[src/rtl/core/ffs_pkg.sv]
// Shared types, constants and helper functions for the face flux stencil.
package ffs_pkg;

	localparam int WORD_BITS = 32;
	localparam int FRAC_BITS = 16;
	localparam int COEF_W    = 31;
	localparam int LIM_BITS  = 56;
	localparam int MA_W      = WORD_BITS + 2;
	localparam int V_W       = LIM_BITS + 2;
	localparam int X_W       = LIM_BITS + 6;
	localparam int QDEPTH    = 2;

	localparam logic [1:0] REG_AXIS     = 2'd0;
	localparam logic [1:0] REG_COMPRESS = 2'd1;
	localparam logic [1:0] REG_VISC     = 2'd2;
	localparam logic [1:0] REG_AREA     = 2'd3;

	localparam logic [1:0] AXIS_X      = 2'd0;
	localparam logic [1:0] AXIS_Y      = 2'd1;
	localparam logic [1:0] AXIS_Z      = 2'd2;
	localparam logic [1:0] AXIS_UNUSED = 2'd3;

	localparam logic [1:0] VEL_X = 2'd1;
	localparam logic [1:0] VEL_Y = 2'd2;
	localparam logic [1:0] VEL_Z = 2'd3;

	localparam logic [COEF_W-1:0] COMPRESS_RST = COEF_W'(6553600);
	localparam logic [COEF_W-1:0] AREA_RST     = COEF_W'(1) << FRAC_BITS;

	typedef logic signed [WORD_BITS-1:0] word_t;
	typedef logic signed [MA_W-1:0]      mw_t;
	typedef logic signed [V_W-1:0]       vw_t;
	typedef logic signed [X_W-1:0]       xw_t;

	localparam vw_t ILIM = vw_t'({LIM_BITS{1'b1}});
	localparam vw_t WMAX = vw_t'({(WORD_BITS-1){1'b1}});
	localparam vw_t WMIN = -WMAX - vw_t'(1);

	typedef struct packed {
		word_t p;
		word_t vx;
		word_t vy;
		word_t vz;
	} cell_t;

	typedef struct packed {
		logic  line_start;
		word_t pressure;
		word_t vel_x;
		word_t vel_y;
		word_t vel_z;
	} in_word_t;

	typedef struct packed {
		word_t pressure_flux;
		word_t xmom_flux;
		word_t ymom_flux;
		word_t zmom_flux;
	} out_word_t;

	typedef struct packed {
		cell_t ll;
		cell_t l;
		cell_t r;
		cell_t rr;
	} task_t;

	typedef struct packed {
		logic [1:0]        axis;
		logic [COEF_W-1:0] compress_coef;
		logic [COEF_W-1:0] visc_coef;
		logic [COEF_W-1:0] face_area;
	} cfg_t;

	function automatic word_t vel_sel(cell_t c, logic [1:0] k);
		word_t v;
		unique case (k)
			VEL_X:   v = c.vx;
			VEL_Y:   v = c.vy;
			default: v = c.vz;
		endcase
		return v;
	endfunction

	function automatic logic [1:0] normal_sel(logic [1:0] axis);
		logic [1:0] n;
		unique case (axis)
			AXIS_X:  n = VEL_X;
			AXIS_Y:  n = VEL_Y;
			default: n = VEL_Z;
		endcase
		return n;
	endfunction

	function automatic word_t sat_word(vw_t x);
		vw_t c;
		c = x;
		if (x > WMAX) c = WMAX;
		if (x < WMIN) c = WMIN;
		return c[WORD_BITS-1:0];
	endfunction

endpackage

[src/rtl/core/ffs_task_fifo.sv]
// Short task queue between front end and compute back end.
module ffs_task_fifo (
	input  logic           clk,
	input  logic           arst_n,
	input  logic           wr,
	input  ffs_pkg::task_t wdata,
	output logic           full,
	input  logic           rd,
	output logic           valid,
	output ffs_pkg::task_t rdata
);
	import ffs_pkg::*;

	localparam int PW = $clog2(QDEPTH);

	task_t             mem_q [QDEPTH];
	logic [PW-1:0]     wptr_q;
	logic [PW-1:0]     rptr_q;
	logic [PW:0]       cnt_q;
	logic              do_wr;
	logic              do_rd;

	assign full  = (cnt_q == (PW+1)'(QDEPTH));
	assign valid = (cnt_q != '0);
	assign rdata = mem_q[rptr_q];
	assign do_wr = wr && !full;
	assign do_rd = rd && valid;

	always_ff @(posedge clk or negedge arst_n) begin
		if (!arst_n) begin
			wptr_q <= '0;
			rptr_q <= '0;
			cnt_q  <= '0;
		end else begin
			if (do_wr) wptr_q <= (wptr_q == PW'(QDEPTH-1)) ? '0 : wptr_q + PW'(1);
			if (do_rd) rptr_q <= (rptr_q == PW'(QDEPTH-1)) ? '0 : rptr_q + PW'(1);
			if (do_wr && !do_rd) cnt_q <= cnt_q + (PW+1)'(1);
			else if (do_rd && !do_wr) cnt_q <= cnt_q - (PW+1)'(1);
		end
	end

	always_ff @(posedge clk) begin
		if (do_wr) mem_q[wptr_q] <= wdata;
	end

endmodule

[config.mk]
export PLATFORM = sky130hd
export DESIGN_NAME = ffs_task_fifo
export DESIGN_NICKNAME = d
export VERILOG_FILES = /design/src/rtl/core/ffs_pkg.sv /design/src/rtl/core/ffs_task_fifo.sv
export SDC_FILE = /design/constraint.sdc
export NUM_CORES = 1
export LEC_CHECK = 0
export ABC_AREA = 0
export BUFFER_PORTS_ARGS = -buffer_cell sky130_fd_sc_hd__clkbuf_2
export CELL_PAD_IN_SITES_DETAIL_PLACEMENT = 1
export CELL_PAD_IN_SITES_GLOBAL_PLACEMENT = 1
export CORE_AREA = 2 2 407 409
export CTS_CLUSTER_DIAMETER = 80
export DETAILED_ROUTE_END_ITERATION = 10
export DIE_AREA = 0 0 409 411
export GPL_ROUTABILITY_DRIVEN = 1
export PLACE_DENSITY_LB_ADDON = 0.15
export SETUP_SLACK_MARGIN = 0.02
export SLEW_MARGIN = 20
export SYNTH_ARGS = -nofsm -noshare
export SYNTH_HDL_FRONTEND = slang
export SYNTH_SLANG_ARGS = --single-unit
[constraint.sdc]
create_clock -name clk -period 28.8 [get_ports clk]
set_input_delay 2.88 -clock clk [delete_from_list [all_inputs] [get_ports clk]]
set_output_delay 2.88 -clock clk [all_outputs]
set_load 0.01 [all_outputs]
==> impl_metrics.yaml <==
run_status:
  status: "complete, no violations"
power_and_ir_drop:
  fin_total_pwr_mw: 5.07
  p_int_mw: 3.49
  p_leak_nw: 17.8
  p_sw_mw: 1.58
  combPwrFrac_pct: 29.7
  p_per_area_nw_per_um2: 104
  peakVddDrop_uv: 68.4
  switching_share_pct: 31.2
  pwr-share-seq_pct: 42.0
  clkPwrFrac_pct: 28.3
layout:
  most-common-layout-cells: "clkbuf_2, edfxtp_1, mux2_2"
  drive_above_1_share_pct: 60.9
  layout_commonest_cell: "clkbuf_2"
  fin_nets: 3243
  area_growth_pct: 30.1
cts:
  cts_buffers: 118
  cts_hold_buf: 0
  cts_root_buffer: "clkbuf_16"
  path_clk_slew_ps: 50
  clkSinkCount: 1028
  insertion_delay_ps: 730
  cts_tree: "built"
  cts_resized: 0
  clockBufferDepth: 3
  cts_setup_buffers: 0
  htree_num_levels: 3
placement:
  place.gp.congestion: 0.822
  place_hpwl_um: 84000
  place_ws_ps: 20220
  portBuffers: 1029
yosys:
  yosysWarnings: 0
  ys_seq_area_share_pct: 82.6
  synth-xor-area-share_pct: 0.117
  synth.area.mux_share_pct: 15.4
  synth_area_per_cell_um2: 23.2
  yosys.area_share.simple_pct: 0.0905
  ys_top_cells_by_area: "edfxtp_1, mux2_2, buf_6"
  synth_top_family_by_area: "multiplexers"
  synth_nets: 2129
  ys_seq_elements: 1028
  syn_area_um2: 37300
  synth_cell_types: 14
  synth_top_area_share_pct: 82.4
  synth-compound-area-share_pct: 0
  synth-adder-area-share_pct: 0.0335
  yosysTopAreaCell: "edfxtp_1"
  syn_inst: 1612
floorplanning:
  dieHeight_um: 411
  die_x_um: 409
  rows: 149
  die-area_um2: 168000
  initial_core_util_pct: 22.8
  ioPinCount: 1030
  core_um2: 164000
global_routing:
  grt_antenna_before_repair: 44
  grt_pass1_wl_um: 160000
  grtUsageTotal_pct: 13.3
  grt_pass1_vias: 21900
  globalRouteOverflowTotal: 0
  grt_max_degree: 136
min_path:
  min_path_type: "flop to flop"
timing:
  worst_slew_pin_slew_ps: 1030
  finalCritPeriodShare_pct: 30.6
  relSlewSlack_pct: 31.6
  rsz0062_at_grt: "false"
  fmax_mhz: 114
  finalMaxSlewViolations: 0
  final.setup.tns_ps: 0
  setup_viol: 0
  setup_slack_ps: 19990
  fin_worst_skew_ps: 19.5
  hold_viol: 0
  period_minus_slack_ps: 8810
setup_path:
  crit_path_top_delay_cell: "buf_4"
  cp-end-kind: "output pin"
  crit_chain: "buf_4 -> buf_4 -> buf_6 -> buf_4 -> buf_4 -> mux2_2 -> clkbuf_2"
  worstPathRequired_ps: 25920
  path_max_fanout: 75
  cpLargestDelayFamily: "buffers and inverters"
  critPathMaxStageDelay_ps: 830
  path_class: "flop to output pin"
  path_buf_inv: 6
  cp-start-kind: "flop"
  crit_arrival_ps: 5930
  crit_path_frequent_cell: "buf_4"
route:
  drt_iter0_drc: 822
  via_per_inst: 3.93
  avgRoutedWirePerCell_um: 23.0
  route.detailed.drc: 0
  num_vias: 19700
  drtPass1Iterations: 4
  ant_nets: 0
  drt-total-wl_um: 115000
flow_run:
  cap_violations: 0
## layout make-up
class	instances	area [um^2]
diodes	17	42.5
clock buffers	163	3190
clock inverters	51	499
fillers	17000	115000
inverters	2	7.51
multi-input cells	525	5870
flip-flops and latches	1028	30900
well taps	2189	2740
repair buffers	1051	5360
## cells by family (layout without fill, tap and decap cells)
logic type / Yosys count / after routing
flip-flops: 1028 / 1028
adder cells (fa/ha/maj): 1 / 1
multiplexers: 512 / 512
AND/OR/NAND/NOR: 7 / 7
buffers and inverters: 59 / 1267
other: 0 / 17
XOR/XNOR: 5 / 5
## worst paths after layout
check	startpoint	endpoint	slack, ps	cells past startpoint
max	rptr_q$_DFFE_PN0P_	rdata[428]	19990	7
min	cnt_q[1]$_DFFE_PN0P_	cnt_q[1]$_DFFE_PN0P_	510	1
max reg2reg	cnt_q[0]$_DFFE_PN0P_	mem_q[0][431]$_DFFE_PP_	25220	6
min reg2reg	cnt_q[1]$_DFFE_PN0P_	cnt_q[1]$_DFFE_PN0P_	510	1
max in group asynchronous	arst_n	rptr_q$_DFFE_PN0P_	26650	1
min in group asynchronous	arst_n	wptr_q$_DFFE_PN0N_	1990	1
## cell usage after synthesis
cell	number
and3_1	1
buf_2	4
buf_6	53
dfrtp_1	4
edfxtp_1	1024
ha_1	1
inv_1	2
mux2_2	512
nand2_1	2
nand2b_1	1
nor2_1	2
or2_2	1
xnor2_1	3
xor2_1	2
## per-stage QoR
step	std cells	hold WS [ps]	area [um^2]	utilization, %
5_1_grt	5021	528	48500	29.6
3_5_place_dp	4795	499	44800	27.4
4_1_cts	5009	514	48500	29.6
6_report	5026	510	48600	29.6
2_1_floorplan	1612	456	37300	-
3_3_place_gp	4795	472	44800	27.4
## per-layer routing
layer | vias up | part of all wire, % | global-route usage [%]
met3 | 223 | 10 | 6.12
met2 | 742 | 52 | 23.6
met4 | 56 | 3.6 | 5.75
li1 | 8738 | - | -
met5 | - | 0.30 | 0
met1 | 9977 | 34 | 13.3
## power by group through the flow
stage	Clock, mW	Sequential, mW	Combinational (mW)
final	1.44	2.13	1.51
after global routing	1.55	2.16	1.62
after CTS	1.50	2.14	1.57
after detailed placement	0	2.17	1.56
after global placement	0	2.15	1.55
after floorplan	0	2.40	0.916
## registers in the layout (all words and copies together), names as in the netlist
signal	flops
mem_q	1024
cnt_q	2
wptr_q	1
rptr_q	1
## worst reg2reg max path, cell delays in order (launching register included)
cell      delay (ps)
dfrtp_1          420
nand2b_1         170
nand2_1          140
nor2_4           330
buf_4            500
buf_4            700
buf_4            840
No activity file was read; power rests on OpenSTA's default activity.
