==> config.mk <==
export PLATFORM = sky130hd
export DESIGN_NAME = ffs_front
export DESIGN_NICKNAME = d
export VERILOG_FILES = /design/src/rtl/core/ffs_pkg.sv /design/src/rtl/core/ffs_front.sv
export SDC_FILE = /design/constraint.sdc
export NUM_CORES = 1
export LEC_CHECK = 0
export BUFFER_PORTS_ARGS = -buffer_cell sky130_fd_sc_hd__buf_2
export CAP_MARGIN = 20
export CORE_AREA = 4 4 250 252
export DETAILED_ROUTE_END_ITERATION = 16
export DIE_AREA = 0 0 254 256
export GPL_ROUTABILITY_DRIVEN = 0
export PLACE_DENSITY_LB_ADDON = 0.1
export SKIP_LAST_GASP = 1
export SLEW_MARGIN = 20
export SYNTH_ARGS = -nofsm -noshare
export SYNTH_HDL_FRONTEND = slang
export SYNTH_SLANG_ARGS = --single-unit
==> constraint.sdc <==
create_clock -name clk -period 11.7 [get_ports clk]
set_input_delay 0.585 -clock clk [delete_from_list [all_inputs] [get_ports clk]]
set_output_delay 0.585 -clock clk [all_outputs]
set_load 0.02 [all_outputs]
==> src/rtl/core/ffs_pkg.sv <==
// Shared types, constants and helper functions for the face flux stencil.
package ffs_pkg;

	localparam int WORD_BITS = 32;
	localparam int FRAC_BITS = 16;
	localparam int COEF_W    = 31;
	localparam int LIM_BITS  = 56;
	localparam int MA_W      = WORD_BITS + 2;
	localparam int V_W       = LIM_BITS + 2;
	localparam int X_W       = LIM_BITS + 6;
	localparam int QDEPTH    = 2;

	localparam logic [1:0] REG_AXIS     = 2'd0;
	localparam logic [1:0] REG_COMPRESS = 2'd1;
	localparam logic [1:0] REG_VISC     = 2'd2;
	localparam logic [1:0] REG_AREA     = 2'd3;

	localparam logic [1:0] AXIS_X      = 2'd0;
	localparam logic [1:0] AXIS_Y      = 2'd1;
	localparam logic [1:0] AXIS_Z      = 2'd2;
	localparam logic [1:0] AXIS_UNUSED = 2'd3;

	localparam logic [1:0] VEL_X = 2'd1;
	localparam logic [1:0] VEL_Y = 2'd2;
	localparam logic [1:0] VEL_Z = 2'd3;

	localparam logic [COEF_W-1:0] COMPRESS_RST = COEF_W'(6553600);
	localparam logic [COEF_W-1:0] AREA_RST     = COEF_W'(1) << FRAC_BITS;

	typedef logic signed [WORD_BITS-1:0] word_t;
	typedef logic signed [MA_W-1:0]      mw_t;
	typedef logic signed [V_W-1:0]       vw_t;
	typedef logic signed [X_W-1:0]       xw_t;

	localparam vw_t ILIM = vw_t'({LIM_BITS{1'b1}});
	localparam vw_t WMAX = vw_t'({(WORD_BITS-1){1'b1}});
	localparam vw_t WMIN = -WMAX - vw_t'(1);

	typedef struct packed {
		word_t p;
		word_t vx;
		word_t vy;
		word_t vz;
	} cell_t;

	typedef struct packed {
		logic  line_start;
		word_t pressure;
		word_t vel_x;
		word_t vel_y;
		word_t vel_z;
	} in_word_t;

	typedef struct packed {
		word_t pressure_flux;
		word_t xmom_flux;
		word_t ymom_flux;
		word_t zmom_flux;
	} out_word_t;

	typedef struct packed {
		cell_t ll;
		cell_t l;
		cell_t r;
		cell_t rr;
	} task_t;

	typedef struct packed {
		logic [1:0]        axis;
		logic [COEF_W-1:0] compress_coef;
		logic [COEF_W-1:0] visc_coef;
		logic [COEF_W-1:0] face_area;
	} cfg_t;

	function automatic word_t vel_sel(cell_t c, logic [1:0] k);
		word_t v;
		unique case (k)
			VEL_X:   v = c.vx;
			VEL_Y:   v = c.vy;
			default: v = c.vz;
		endcase
		return v;
	endfunction

	function automatic logic [1:0] normal_sel(logic [1:0] axis);
		logic [1:0] n;
		unique case (axis)
			AXIS_X:  n = VEL_X;
			AXIS_Y:  n = VEL_Y;
			default: n = VEL_Z;
		endcase
		return n;
	endfunction

	function automatic word_t sat_word(vw_t x);
		vw_t c;
		c = x;
		if (x > WMAX) c = WMAX;
		if (x < WMIN) c = WMIN;
		return c[WORD_BITS-1:0];
	endfunction

endpackage

==> src/rtl/core/ffs_front.sv <==
// Front end: cell window along a line, emits one stencil task per full window.
module ffs_front (
	input  logic             clk,
	input  logic             arst_n,
	input  logic             push,
	input  ffs_pkg::in_word_t item,
	output logic             full,
	output logic             task_push,
	output ffs_pkg::task_t   task_word,
	input  logic             task_full
);
	import ffs_pkg::*;

	logic [1:0] cnt_q;
	logic [1:0] eff;
	logic       accept;
	cell_t      cur;
	cell_t      win_q [3];

	assign full   = task_full;
	assign accept = push && !task_full;
	assign eff    = item.line_start ? 2'd0 : cnt_q;
	assign cur    = '{p: item.pressure, vx: item.vel_x, vy: item.vel_y, vz: item.vel_z};

	assign task_push = accept && (eff == 2'd3);
	assign task_word = '{ll: win_q[0], l: win_q[1], r: win_q[2], rr: cur};

	always_ff @(posedge clk or negedge arst_n) begin
		if (!arst_n) begin
			cnt_q <= 2'd0;
		end else if (accept && eff != 2'd3) begin
			cnt_q <= eff + 2'd1;
		end
	end

	always_ff @(posedge clk) begin
		if (accept) begin
			if (eff != 2'd3) begin
				win_q[eff] <= cur;
			end else begin
				win_q[0] <= win_q[1];
				win_q[1] <= win_q[2];
				win_q[2] <= cur;
			end
		end
	end

endmodule

==> results.sh <==
export IMPL_status="completed"
export IMPL_syn_avg_cell_area_sq_um=19.4
export IMPL_ys_warn_count=0
export IMPL_r2r_end="win_q[1][90]"
export IMPL_clock_latency_ns=0.56
export IMPL_p_per_area_nw_per_um2=173
export IMPL_grt_max_degree=130
export IMPL_worst_pin_slew_ns=1.04
export IMPL_coreArea_sq_um=60100
export IMPL_finalHoldViolCount=0
export IMPL_timing_critical_path_mode_cell="buf_4"
export IMPL_areaGrowthSynthToFinish_pct=28.7
export IMPL_drtIter0Drc=411
export IMPL_dp_hpwl_mm=33.3
export IMPL_place_ws_ns=7.79
export IMPL_ys_seq_elements=386
export IMPL_wire_per_inst_um=22.1
export IMPL_cts_htree_levels=2
export IMPL_path_depth=5
export IMPL_drc=0
export IMPL_crit_required_ns=12.01
export IMPL_die_w_um=254
export IMPL_grt_pass1_vias=9268
export IMPL_fillers=5957
export IMPL_yosysTopAreaCell="edfxtp_1"
export IMPL_leakagePower_nw=8.00
export IMPL_drt_pass1_iterations=4
export IMPL_die_h_um=256
export IMPL_antenna_found_initial=1
export IMPL_start_util=0.263
export IMPL_synth_cell_area_sq_um=15800
export IMPL_grt_overflow=0
export IMPL_path_buf_inv=2
export IMPL_critPathKind="flop to flop"
export IMPL_num_vias=8995
export IMPL_min_path_type="primary input to flop"
export IMPL_io_pins=647
export IMPL_die_area_sq_um=65000
export IMPL_fin_crit_sh=0.305
export IMPL_cts_tree="built"
export IMPL_worst_setup_path_end_kind="flop"
export IMPL_viasPerCell=4.13
export IMPL_crit_arrival_ns=3.88
export IMPL_cpPeakStageDelay_ns=0.83
export IMPL_cp_endpoint="win_q[1][90]"
export IMPL_slowest_stage="buf_4"
export IMPL_drive_above_1_share=0.702
export IMPL_ys_types=17
export IMPL_worstPathCellList="and4bb_4 -> nand2_8 -> buf_4 -> buf_4 -> mux2_2"
export IMPL_syn_nets=948
export IMPL_power_total_w=0.00352
export IMPL_ant_nets=0
export IMPL_start_kind="flop"
export IMPL_nets=1495
export IMPL_utilization=0.339
export IMPL_diodes=0
export IMPL_cpLargestDelayFamily="buffers and inverters"
export IMPL_ff2ff_setup_slack_ns=8.13
export IMPL_rsz0062_at_grt="false"
export IMPL_drv_cap=0
export IMPL_synth_area_leaders="edfxtp_1 73%, mux2_2 18%, buf_4 6.1%"
export IMPL_synth_edff_count=384
export IMPL_worst_slack_ns=8.13
export IMPL_io_buffers=646
export IMPL_slew_viol_final=0
export IMPL_cts_resized=0
export IMPL_crit_fanout=70
export IMPL_fmax_ghz=0.280
export IMPL_synth_top_area_share=0.729
export IMPL_max_slew_margin_rel=0.309
export IMPL_seq_area_frac_synth=0.732
export IMPL_r2r_cells=5
export IMPL_r2r_start="cnt_q[1]"
export IMPL_synthArstFlopShare=0.00518
export IMPL_postCtsSetupBuffers=0
export IMPL_finalSetupTns_ns=0
export IMPL_wirelength_mm=48.1
export IMPL_fp_row_count=90
export IMPL_syn_inst=814
export IMPL_clockRootBuffer="clkbuf_16"
export IMPL_clockBufferDepth=3
export IMPL_numCtsBuffers=47
export IMPL_finalSetupViolCount=0
export IMPL_cts_clk_slew_worst_paths_ns=0.05
export IMPL_fin_skew_ns=0.0120
export IMPL_post_route_min_period_ns=3.57
export IMPL_grt_first_pass_wirelength_mm=67.4
export IMPL_cts_num_sinks=386
export IMPL_synth_ff_type="edfxtp_1"
export IMPL_grt_usage=0.139
export IMPL_vdd_drop_max_v=0.0000880
export IMPL_crit_start="cnt_q[1]"
## cells in the mapped netlist, types with 2 or more instances
library cell	count
edfxtp_1	384
mux2_2	256
buf_4	129
buf_6	25
buf_2	3
nand2_1	3
dfrtp_1	2
inv_1	2
nand2b_1	2
## where the power goes
group / leakage [nW] / switching [W] / internal, W
clock: 0.724 / 0.000566 / 0.000844
combinational: 3.74 / 0.000296 / 0.000154
sequential: 3.54 / 0.0000299 / 0.00163
## per-stage QoR
step / cells / hold slack [ns] / cell area, sq um
6_report: 2176 / 0.238 / 20400
5_1_grt: 2176 / 0.201 / 20400
4_1_cts: 2176 / 0.188 / 20400
3_5_place_dp: 2093 / 0.393 / 18900
3_3_place_gp: 2093 / 0.396 / 18900
2_1_floorplan: 814 / 0.289 / 15800
## sequential cells by signal (all words and copies together) (netlist names)
register and flops:
win_q 384, cnt_q 2
## worst reg2reg max path: cells and delay by family (launching register included)
kind                   cells  cell delay [ns]
flip-flops                 1             0.41
multiplexers               1             0.49
AND/OR/NAND/NOR            2             0.77
buffers and inverters      2             1.66
## metal layers
| metal | up-vias | share of wire | global-route usage |
|---|---|---|---|
| li1 | 4099 | - | - |
| met3 | 61 | 0.093 | 0.0496 |
| met1 | 4446 | 0.40 | 0.169 |
| met5 | - | 0 | 0 |
| met2 | 389 | 0.49 | 0.236 |
| met4 | 0 | 0.019 | 0.0332 |
## how the worst min path moves through the flow
stage,start,to,slack (ns),depth (start not counted)
6_report,item[70],win_q[2][70],0.24,1
5_1_grt,item[3],win_q[2][3],0.20,1
4_1_cts,item[117],win_q[2][117],0.19,1
3_5_place_dp,arst_n,cnt_q[1],0.39,1
3_3_place_gp,arst_n,cnt_q[1],0.40,1
2_1_floorplan,arst_n,cnt_q[0],0.29,0
## logic make-up after synthesis
family                     share of synthesized area
DFF                                            0.732
muxes                                          0.182
buffers and inverters                         0.0804
and+or+nand+nor                              0.00380
AOI/OAI and AO/OA                           0.000870
adders and majority gates                   0.000791
## repair_timing
item | 4_1_cts | 5_1_grt
hold endpoints to repair | 2 | 0
hold buffers | 1 | 0
endpoints found under the setup margin | 0 | 0
## layout by cell type, fill, tap and decap left out, types with 2 or more instances in the layout
| master | synthesis | routed |
|---|---|---|
| buf_4 | 129 | 7 |
| dfrtp_1 | 2 | 2 |
| nand2_1 | 3 | 2 |
| clkinv_1 | 0 | 8 |
| buf_2 | 3 | 646 |
| bufinv_16 | 0 | 3 |
| edfxtp_1 | 384 | 384 |
| clkbuf_16 | 0 | 49 |
| mux2_2 | 256 | 256 |
| inv_1 | 2 | 2 |
| clkinv_2 | 0 | 7 |
| clkbuf_1 | 0 | 10 |
| nand2b_1 | 2 | 2 |
| clkbuf_8 | 0 | 3 |
## area by class of cell
type	instances	area, sq um	share of cell area
flip-flops and latches	386	11600	0.569
repair buffers	655	3320	0.163
multi-input cells	269	3000	0.147
clock buffers	62	1310	0.0641
well taps	782	978	0.0481
clock inverters	20	171	0.00842
inverters	2	7.51	0.000369
(Power assumes the default switching activity.)
